### config.mk
export PLATFORM = sky130hd
export DESIGN_NAME = cdgr_ctrl
export DESIGN_NICKNAME = d
export VERILOG_FILES = /design/src/rtl/cdgr_pkg.sv /design/src/rtl/cdgr_ctrl.sv
export SDC_FILE = /design/constraint.sdc
export NUM_CORES = 1
export LEC_CHECK = 0
export BUFFER_PORTS_ARGS = -buffer_cell sky130_fd_sc_hd__buf_4
export CORE_MARGIN = 8
export CORE_UTILIZATION = 42
export CTS_BUF_LIST = sky130_fd_sc_hd__clkbuf_4 sky130_fd_sc_hd__clkbuf_8 sky130_fd_sc_hd__clkbuf_16
export CTS_CLUSTER_DIAMETER = 100
export DETAILED_ROUTE_END_ITERATION = 10
export PLACE_DENSITY_LB_ADDON = 0.25
export RECOVER_POWER = 50
export SYNTH_ARGS = -nofsm -noshare
export SYNTH_HDL_FRONTEND = slang
export SYNTH_SLANG_ARGS = --single-unit
### constraint.sdc
create_clock -name clk -period 1.94 [get_ports clk]
set_input_delay 0.388 -clock clk [delete_from_list [all_inputs] [get_ports clk]]
set_output_delay 0.388 -clock clk [all_outputs]
set_load 0.02 [all_outputs]
### src/rtl/cdgr_pkg.sv
// ----------------------------------------------------------------------------
// cdgr_pkg
// Shared types, geometry constants and tables for the CD+G packet renderer.
// ----------------------------------------------------------------------------
package cdgr_pkg;

  // frame geometry
  localparam int SCREEN_W = 320;
  localparam int SCREEN_H = 200;
  localparam int PIC_W    = 300;
  localparam int PIC_H    = 216;
  localparam int TILE_W   = 6;
  localparam int TILE_H   = 12;
  localparam int TILE_COLS = 50;
  localparam int TILE_ROWS = 18;
  localparam int SIDE_W   = (SCREEN_W - PIC_W) / 2;
  localparam int RIGHT_W  = SCREEN_W - SIDE_W - PIC_W;
  localparam int BORDER_W = SIDE_W + RIGHT_W;

  localparam int FB_DEPTH = SCREEN_W * SCREEN_H;
  localparam int FB_AW    = $clog2(FB_DEPTH);
  localparam int XW       = $clog2(SCREEN_W);
  localparam int YW       = $clog2(SCREEN_H);

  // first column visited by the border sweep
  localparam int FIRST_BX = (SIDE_W == 0) ? SIDE_W + PIC_W : 0;

  // packet codes
  localparam logic [5:0] CMD_GRAPHICS     = 6'h09;
  localparam logic [5:0] OP_MEM_PRESET    = 6'd1;
  localparam logic [5:0] OP_BORDER_PRESET = 6'd2;
  localparam logic [5:0] OP_TILE_COPY     = 6'd6;
  localparam logic [5:0] OP_TILE_XOR      = 6'd38;
  localparam logic [5:0] OP_PAL_LOW       = 6'd30;
  localparam logic [5:0] OP_PAL_HIGH      = 6'd31;

  // screen row base address for each row of the 216-line picture space
  typedef logic [FB_AW-1:0] row_base_tbl_t [PIC_H];

  function automatic row_base_tbl_t make_row_base();
    row_base_tbl_t tbl;
    for (int i = 0; i < PIC_H; i++) begin
      tbl[i] = FB_AW'(((i * SCREEN_H) / PIC_H) * SCREEN_W);
    end
    return tbl;
  endfunction

  localparam row_base_tbl_t ROW_BASE = make_row_base();

  typedef enum logic [3:0] {
    S_CLEAR,
    S_IDLE,
    S_DECODE,
    S_FILL,
    S_BORDER,
    S_TILE_ROW,
    S_TILE_RD,
    S_TILE_WR,
    S_PIX_ADDR,
    S_PIX_READ,
    S_PIX_OUT
  } cdgr_state_t;

  typedef struct packed {
    logic capture;
    logic fill_start;
    logic fill_zero;
    logic fill_step;
    logic border_start;
    logic border_step;
    logic tile_start;
    logic tile_row;
    logic tile_read;
    logic tile_write;
    logic pal_load;
    logic pix_addr;
    logic pix_read;
    logic pix_load;
  } cdgr_cmd_t;

  typedef struct packed {
    logic       is_read;
    logic       cmd_ok;
    logic [5:0] op;
    logic       tile_ok;
    logic       fill_last;
    logic       border_last;
    logic       tile_row_end;
    logic       tile_end;
    logic       out_free;
  } cdgr_status_t;

endpackage

### src/rtl/cdgr_ctrl.sv
// ----------------------------------------------------------------------------
// cdgr_ctrl
// Sequencer for the renderer: decodes each transaction and steps the datapath.
// ----------------------------------------------------------------------------
module cdgr_ctrl (
  input  logic                    clk,
  input  logic                    rst,
  input  logic                    in_valid,
  output logic                    in_stall,
  input  cdgr_pkg::cdgr_status_t  status,
  output cdgr_pkg::cdgr_cmd_t     cmd
);
  import cdgr_pkg::*;

  cdgr_state_t state;
  cdgr_state_t state_next;
  logic        tile_xor;

  assign tile_xor = (status.op == OP_TILE_XOR);

  always_ff @(posedge clk) begin
    if (rst) begin
      state <= S_CLEAR;
    end else begin
      state <= state_next;
    end
  end

  always_comb begin
    state_next = state;
    cmd        = '0;
    in_stall   = 1'b1;
    unique case (state)
      S_CLEAR: begin
        cmd.fill_step = 1'b1;
        cmd.fill_zero = 1'b1;
        if (status.fill_last) begin
          state_next = S_IDLE;
        end
      end
      S_IDLE: begin
        in_stall = 1'b0;
        if (in_valid) begin
          cmd.capture = 1'b1;
          state_next  = S_DECODE;
        end
      end
      S_DECODE: begin
        state_next = S_IDLE;
        if (status.is_read) begin
          state_next = S_PIX_ADDR;
        end else if (status.cmd_ok) begin
          unique case (status.op)
            OP_MEM_PRESET: begin
              cmd.fill_start = 1'b1;
              state_next     = S_FILL;
            end
            OP_BORDER_PRESET: begin
              if (BORDER_W != 0) begin
                cmd.border_start = 1'b1;
                state_next       = S_BORDER;
              end
            end
            OP_TILE_COPY, OP_TILE_XOR: begin
              if (status.tile_ok) begin
                cmd.tile_start = 1'b1;
                state_next     = S_TILE_ROW;
              end
            end
            OP_PAL_LOW, OP_PAL_HIGH: begin
              cmd.pal_load = 1'b1;
            end
            default: begin
              state_next = S_IDLE;
            end
          endcase
        end
      end
      S_FILL: begin
        cmd.fill_step = 1'b1;
        if (status.fill_last) begin
          state_next = S_IDLE;
        end
      end
      S_BORDER: begin
        cmd.border_step = 1'b1;
        if (status.border_last) begin
          state_next = S_IDLE;
        end
      end
      S_TILE_ROW: begin
        cmd.tile_row = 1'b1;
        state_next   = tile_xor ? S_TILE_RD : S_TILE_WR;
      end
      S_TILE_RD: begin
        cmd.tile_read = 1'b1;
        state_next    = S_TILE_WR;
      end
      S_TILE_WR: begin
        cmd.tile_write = 1'b1;
        priority if (status.tile_end) begin
          state_next = S_IDLE;
        end else if (status.tile_row_end) begin
          state_next = S_TILE_ROW;
        end else begin
          state_next = tile_xor ? S_TILE_RD : S_TILE_WR;
        end
      end
      S_PIX_ADDR: begin
        cmd.pix_addr = 1'b1;
        state_next   = S_PIX_READ;
      end
      S_PIX_READ: begin
        cmd.pix_read = 1'b1;
        state_next   = S_PIX_OUT;
      end
      S_PIX_OUT: begin
        if (status.out_free) begin
          cmd.pix_load = 1'b1;
          state_next   = S_IDLE;
        end
      end
      default: begin
        state_next = S_IDLE;
      end
    endcase
  end

endmodule

==> summary.txt, run 1 <==
Run status
  • Status: finished with violations
  • Failing checks: negative setup slack

Detailed routing
  • Routed vias: 770
  • Met1 wire length: 809 um
  • Via density per instance: 5.92
  • WL per Instance: 15.3 um
  • DRT antenna net count: 0
  • Drt first pass iters: 4
  • Met3 wire length: 145 um
  • Top sig layer: met4
  • WL met2: 1010 um
  • DRT iter0 DRCs: 32
  • Routed Wire Length: 1990 um
  • DR DRC count: 0

Finish
  • Layout cells sized above 1: 40.9%
  • Non-Filler Instances: 130
  • Sequential Area: 81.3 sq um
  • Most common cell after layout, fill and taps aside: buf_4
  • Final nets: 134
  • Most frequent cells in the layout: buf_4, nor3_1, nor2_1, nand2_1
  • Regs by FF count: state (4)
  • Max reg flops: 4
  • Area of the multi-input gates: 454 sq um
  • N_diodes: 0
  • Layout fillers: 129
  • Largest Register: state
  • Area Overhead vs Synth: 53.9%

STA
  • Final Hold Viols: 0
  • # setup viols final: 4
  • Crit path time final: 2070 ps
  • Slew HR: 77.6%
  • Final setup margin: -126 ps
  • Slew Limit Fails: 0
  • Post-Route Skew: 0.755 ps
  • Final Cycle Share: 107%
  • Fmax: 484 MHz
  • Slew @ Worst Pin: 331 ps
  • RSZ-0062 raised after global routing: true

Logic synthesis
  • Post-synth EDFFs: 0
  • Synthesized area per cell: 6.96 sq um
  • Synth Cell Area: 571 sq um
  • Syn_nets: 99
  • Register area share after synthesis: 14.0%
  • Synth warn: 0
  • Area leader, netlist: dfxtp_1
  • Yosys cell types: 37
  • Post-Syn Instances: 82
  • Synthesis-stage register bit count: 4
  • Top cell type's share of synthesized area: 14.0%
  • Top cells by area, synth: dfxtp_1, nor3_1, nor3b_1, and3b_1, nor2_1
  • Most used DFF post-synth: dfxtp_1
  • FFs w/ async S/R, synth: 0%

Worst hold path
  • Hold Crit Start: rst
  • Min-Delay Endpoint: state[2]
  • Hold Crit Depth: 2
  • Worst Hold Class: input port to flop

Place
  • Setup Slack @ Placement: 39.0 ps
  • RePlAce Congestion: 0.825
  • Placed insts: 125
  • HPWL Detailed: 1520 um
  • I/O Buffers: 31

Clock network
  • Worst skew pair latency: 240 ps
  • CTS tree: yes
  • CTS clk-pin slew, worst paths: 40 ps
  • CTS Buf Count: 3
  • Clock buffer depth: 2
  • TritonCTS Sinks: 4
  • Root Driver: clkbuf_4
  • # H-tree levels: 1

Global route
  • Vias in the first global route: 728
  • GRT Overall Usage: 13.9%
  • Initial antenna violation count: 0
  • Largest net degree at the start of global routing: 19
  • First-pass GRT wire length: 2990 um
  • Grt ovf: 0

Critical path
  • CP arrival: 1680 ps
  • Worst-path fanout max: 3
  • RR Endpoint: state[0]
  • Worst r2r path cells: 6
  • CP Launch Type: flop
  • Reg-to-reg slack, setup: 210 ps
  • Crit. End Element: primary output
  • Worst flop-to-flop path startpoint: state[3]
  • Crit Path Category: flop to primary output
  • Crit path required time: 1550 ps

Floorplanning
  • Chip height: 52.9 um
  • CORE AREA: 1280 sq um
  • Rows: 13
  • Die width: 52.9 um
  • DIE AREA: 2790 sq um
  • Initial core utilization: 44.4%
  • Top-Level Pins: 32

Pwr
  • P_leak: 0.404 nW
  • Worst vdd ir: 375 uV
  • Pwr Total: 0.000629 W
  • Pwr/cell area: 716 nW/um^2

Flow run
  • Max_cap viols: 0
[per-layer routing]
layer / GRT usage [%] / vias to the layer above
li1: - / 382
met5: 0 / -
met3: 3.92 / 5
met2: 24.2 / 23
met4: 6.03 / 0
met1: 15.1 / 360
[cells in the mapped netlist, types with 2 or more instances]
cell	instances
dfxtp_1	4
or3_1	2
and3_1	3
nor3b_1	4
clkbuf_1	4
inv_1	3
nand4b_1	2
o21a_1	3
and2_1	2
a21oi_1	4
buf_2	2
nand2_1	5
nor4_1	2
o21ai_0	4
nand3_1	2
o311a_1	2
nor3_1	6
nor2_1	6
and3b_1	3
a311oi_1	2
[worst max-delay path by stage]
| stage | from | end | cells past startpoint |
|---|---|---|---|
| after floorplan | state[2] | cmd[9] | 4 |
| after global placement | status[9] | cmd[9] | 6 |
| after detailed placement | status[9] | cmd[9] | 6 |
| after CTS | state[2] | cmd[9] | 4 |
| after global routing | state[3] | cmd[9] | 4 |
| final | state[3] | cmd[9] | 4 |
[repair_timing]
item	4_1_cts	5_1_grt
gates resized for setup	5	3
setup endpoints to repair	4	4
hold buffers	0	0
buffers inserted	2	0
pin swaps	3	3
[cell families after synthesis]
group | after synthesis | share of synthesized area (%)
buf+inv | 11 | 8.99
simple gates | 45 | 49.1
compound gates | 21 | 26.3
flops | 4 | 14.0
xor+xnor | 1 | 1.54
[power breakdown]
group,internal [W],switching (W)
Clock,0.0000692,0.0000343
Sequential,0.0000983,0.00000749
Combinational,0.000181,0.000238
Total,0.000349,0.000280
[layout make-up]
type	count	area share (%)
multi-input combinational	67	51.7
timing repair buffer	37	32.6
sequential	4	9.26
inverter	4	1.71
tap	15	2.14
clock buffer	3	2.56
[worst max-delay path, cell delays in order (launching register included)]
cell     delay (ps)
dfxtp_2         310
or4b_4          570
or3_4           390
inv_2            60
buf_6           100
[per-stage QoR]
stage | hold WS, ps | setup TNS (ps) | utilization [%] | instance area (sq um)
finish | 353 | -304 | 68.4 | 878
global route | 349 | -533 | 68.4 | 878
CTS | 348 | -210 | 68.1 | 875
detailed placement | 594 | 0 | 63.5 | 816
global placement | 594 | 0 | 63.5 | 816
floorplan | 457 | 0 | - | 571
No activity file was read; power rests on OpenSTA's default activity.
==> run 2, diff against run 1 <==
- PLACE_DENSITY: unset -> 0.77
- PLACE_DENSITY_LB_ADDON: 0.25 -> unset
==> run 2 against run 1 <==
Net effect: the flow still finishes with violations (negative setup slack); final cell count decreased by 0.77%; utilization fell by 1.9 points; count of clock-buffer cells in the layout is the same; die area is the same; sequential share of layout area is 0.12 points higher; via count fell by 2.9%; first-iteration DRC count down 34%; clock skew up 3.6 ps; highest routed layer unchanged; combinational power is 5.0% lower.
==> summary.txt, run 2 (same netlist as run 1, synthesis figures left out) <==
Clock network
  • TritonCTS Sinks: 4
  • Post-CTS Hold Buffers: 0
  • CTS tree: yes
  • CTS clk-pin slew, worst paths: 30 ps
  • # H-tree levels: 1
  • Worst skew pair latency: 230 ps
  • Root Driver: clkbuf_4
  • Clock buffer depth: 2
  • CTS Buf Count: 3

Global route
  • Vias in the first global route: 722
  • M3 GR Usage: 4.20%
  • Grt ovf: 0
  • Largest net degree at the start of global routing: 19
  • Initial antenna violation count: 0
  • Global route hottest layer: met2
  • Met2 usage: 23.6%
  • Met1 usage: 14.6%
  • GRT Overall Usage: 13.8%
  • First-pass GRT wire length: 3020 um

Finish
  • Max reg flops: 4
  • Area Overhead vs Synth: 49.6%
  • Most frequent cells in the layout: buf_4, nor3_1, nor2_1, nand2_1
  • Most common cell after layout, fill and taps aside: buf_4
  • Regs by FF count: state (4)
  • N_diodes: 0
  • Layout cells sized above 1: 36.0%
  • Largest Register: state
  • Final nets: 133
  • Core Util, Final: 66.4%

STA
  • RSZ-0062 raised after global routing: true
  • Slew HR: 72.6%
  • Crit path time final: 2040 ps
  • Slew Limit Fails: 0
  • Post-Route Skew: 4.40 ps
  • # setup viols final: 2
  • Fmax: 490 MHz
  • Slew @ Worst Pin: 406 ps
  • Final Hold Viols: 0
  • Final Cycle Share: 105%
  • Final setup margin: -101 ps

Pwr
  • Worst vdd ir: 384 uV
  • Sw Pwr: 0.000269 W
  • Flop pwr share: 17.3%
  • Net Sw Frac: 45.0%
  • P_leak: 0.389 nW
  • Pwr/cell area: 701 nW/um^2
  • Clock share of power: 16.2%
  • Int Power: 0.000329 W
  • Comb pwr share: 66.5%

Floorplanning
  • Die width: 52.9 um
  • Initial core utilization: 44.4%
  • Chip height: 52.9 um
  • Rows: 13
  • DIE AREA: 2790 sq um
  • CORE AREA: 1280 sq um
  • Top-Level Pins: 32

Detailed routing
  • DRT iter0 DRCs: 21
  • Routed vias: 748
  • WL per Instance: 14.4 um
  • Via density per instance: 5.80
  • Drt first pass iters: 4
  • Routed Wire Length: 1860 um
  • DR DRC count: 0
  • DRT antenna net count: 0

Place
  • Setup Slack @ Placement: 34.0 ps
  • RePlAce Congestion: 0.768
  • I/O Buffers: 31
  • HPWL Detailed: 1470 um

Critical path
  • CP Launch Type: flop
  • Worst-path fanout max: 3
  • Crit Path Category: flop to primary output
  • CP arrival: 1650 ps
  • Crit path required time: 1550 ps
  • Crit. End Element: primary output

Run status
  • Failing checks: negative setup slack
  • Status: finished with violations

Worst hold path
  • Worst Hold Class: input port to flop

Flow run
  • Max_cap viols: 0
==> run 2: cell count changes in the layout (fill, tap and decap cells not counted) <==
| cell | change |
|---|---|
| dfxtp_2 | -1 |
| dfxtp_1 | +1 |
| buf_4 | -4 |
| clkbuf_1 | +3 |
| and3_4 | -1 |
| and3_1 | +1 |
==> run 2: area by class of cell <==
| cell class | count | area, sq um |
|---|---|---|
| multi-input combinational | 67 | 449 |
| fill | 121 | 432 |
| clock buffer | 3 | 22.5 |
| inverter | 4 | 15.0 |
| sequential | 4 | 80.1 |
| tap | 15 | 18.8 |
| timing repair buffer | 36 | 268 |
==> run 2: layer usage <==
layer	vias up	part of all wire (%)	wire length, um
li1	379	-	-
met1	338	42	773
met2	29	50	924
met3	2	8.0	148
met4	0	0.65	12
met5	-	0	0
==> run 2: critical path, cell delays in order, from the launching register on <==
cell     delay (ps)
dfxtp_1         300
or4b_4          570
or3_4           400
inv_2            60
buf_6           100
==> run 2: final timing paths <==
| check | endpoint | start | slack (ps) | cells past startpoint |
|---|---|---|---|---|
| max | cmd[9] | state[2] | -100 | 4 |
| min | state[2] | rst | 380 | 2 |
| max reg2reg | state[0] | state[2] | 300 | 5 |
| min reg2reg | state[2] | state[0] | 730 | 3 |
==> run 2: what timing repair did <==
action	in CTS	in global routing
setup buffers	1	0
cloned	0	0
setup endpoints to repair	4	4
pin swaps	2	0
resized for setup	6	0
==> run 2: stage by stage <==
step / total power (W) / TNS, ps / cell area (sq um) / cells / hold WS (ps)
final: 0.000598 / -143 / 853 / 129 / 376
after global routing: 0.000655 / -469 / 853 / 129 / 351
after CTS: 0.000620 / -181 / 867 / 129 / 372
after floorplan: 0.000369 / 0 / 571 / 82 / 457
after detailed placement: 0.000516 / 0 / 816 / 125 / 609
after global placement: 0.000509 / 0 / 816 / 125 / 608
==> run 2: power groups by stage <==
stage               Sequential (W)  Combinational (W)  Clock (W)
CTS                       0.000104           0.000415   0.000101
global placement          0.000105           0.000405          0
detailed placement        0.000105           0.000411          0
finish                    0.000103           0.000398  0.0000968
floorplan                 0.000106           0.000263          0
global route              0.000105           0.000433   0.000117
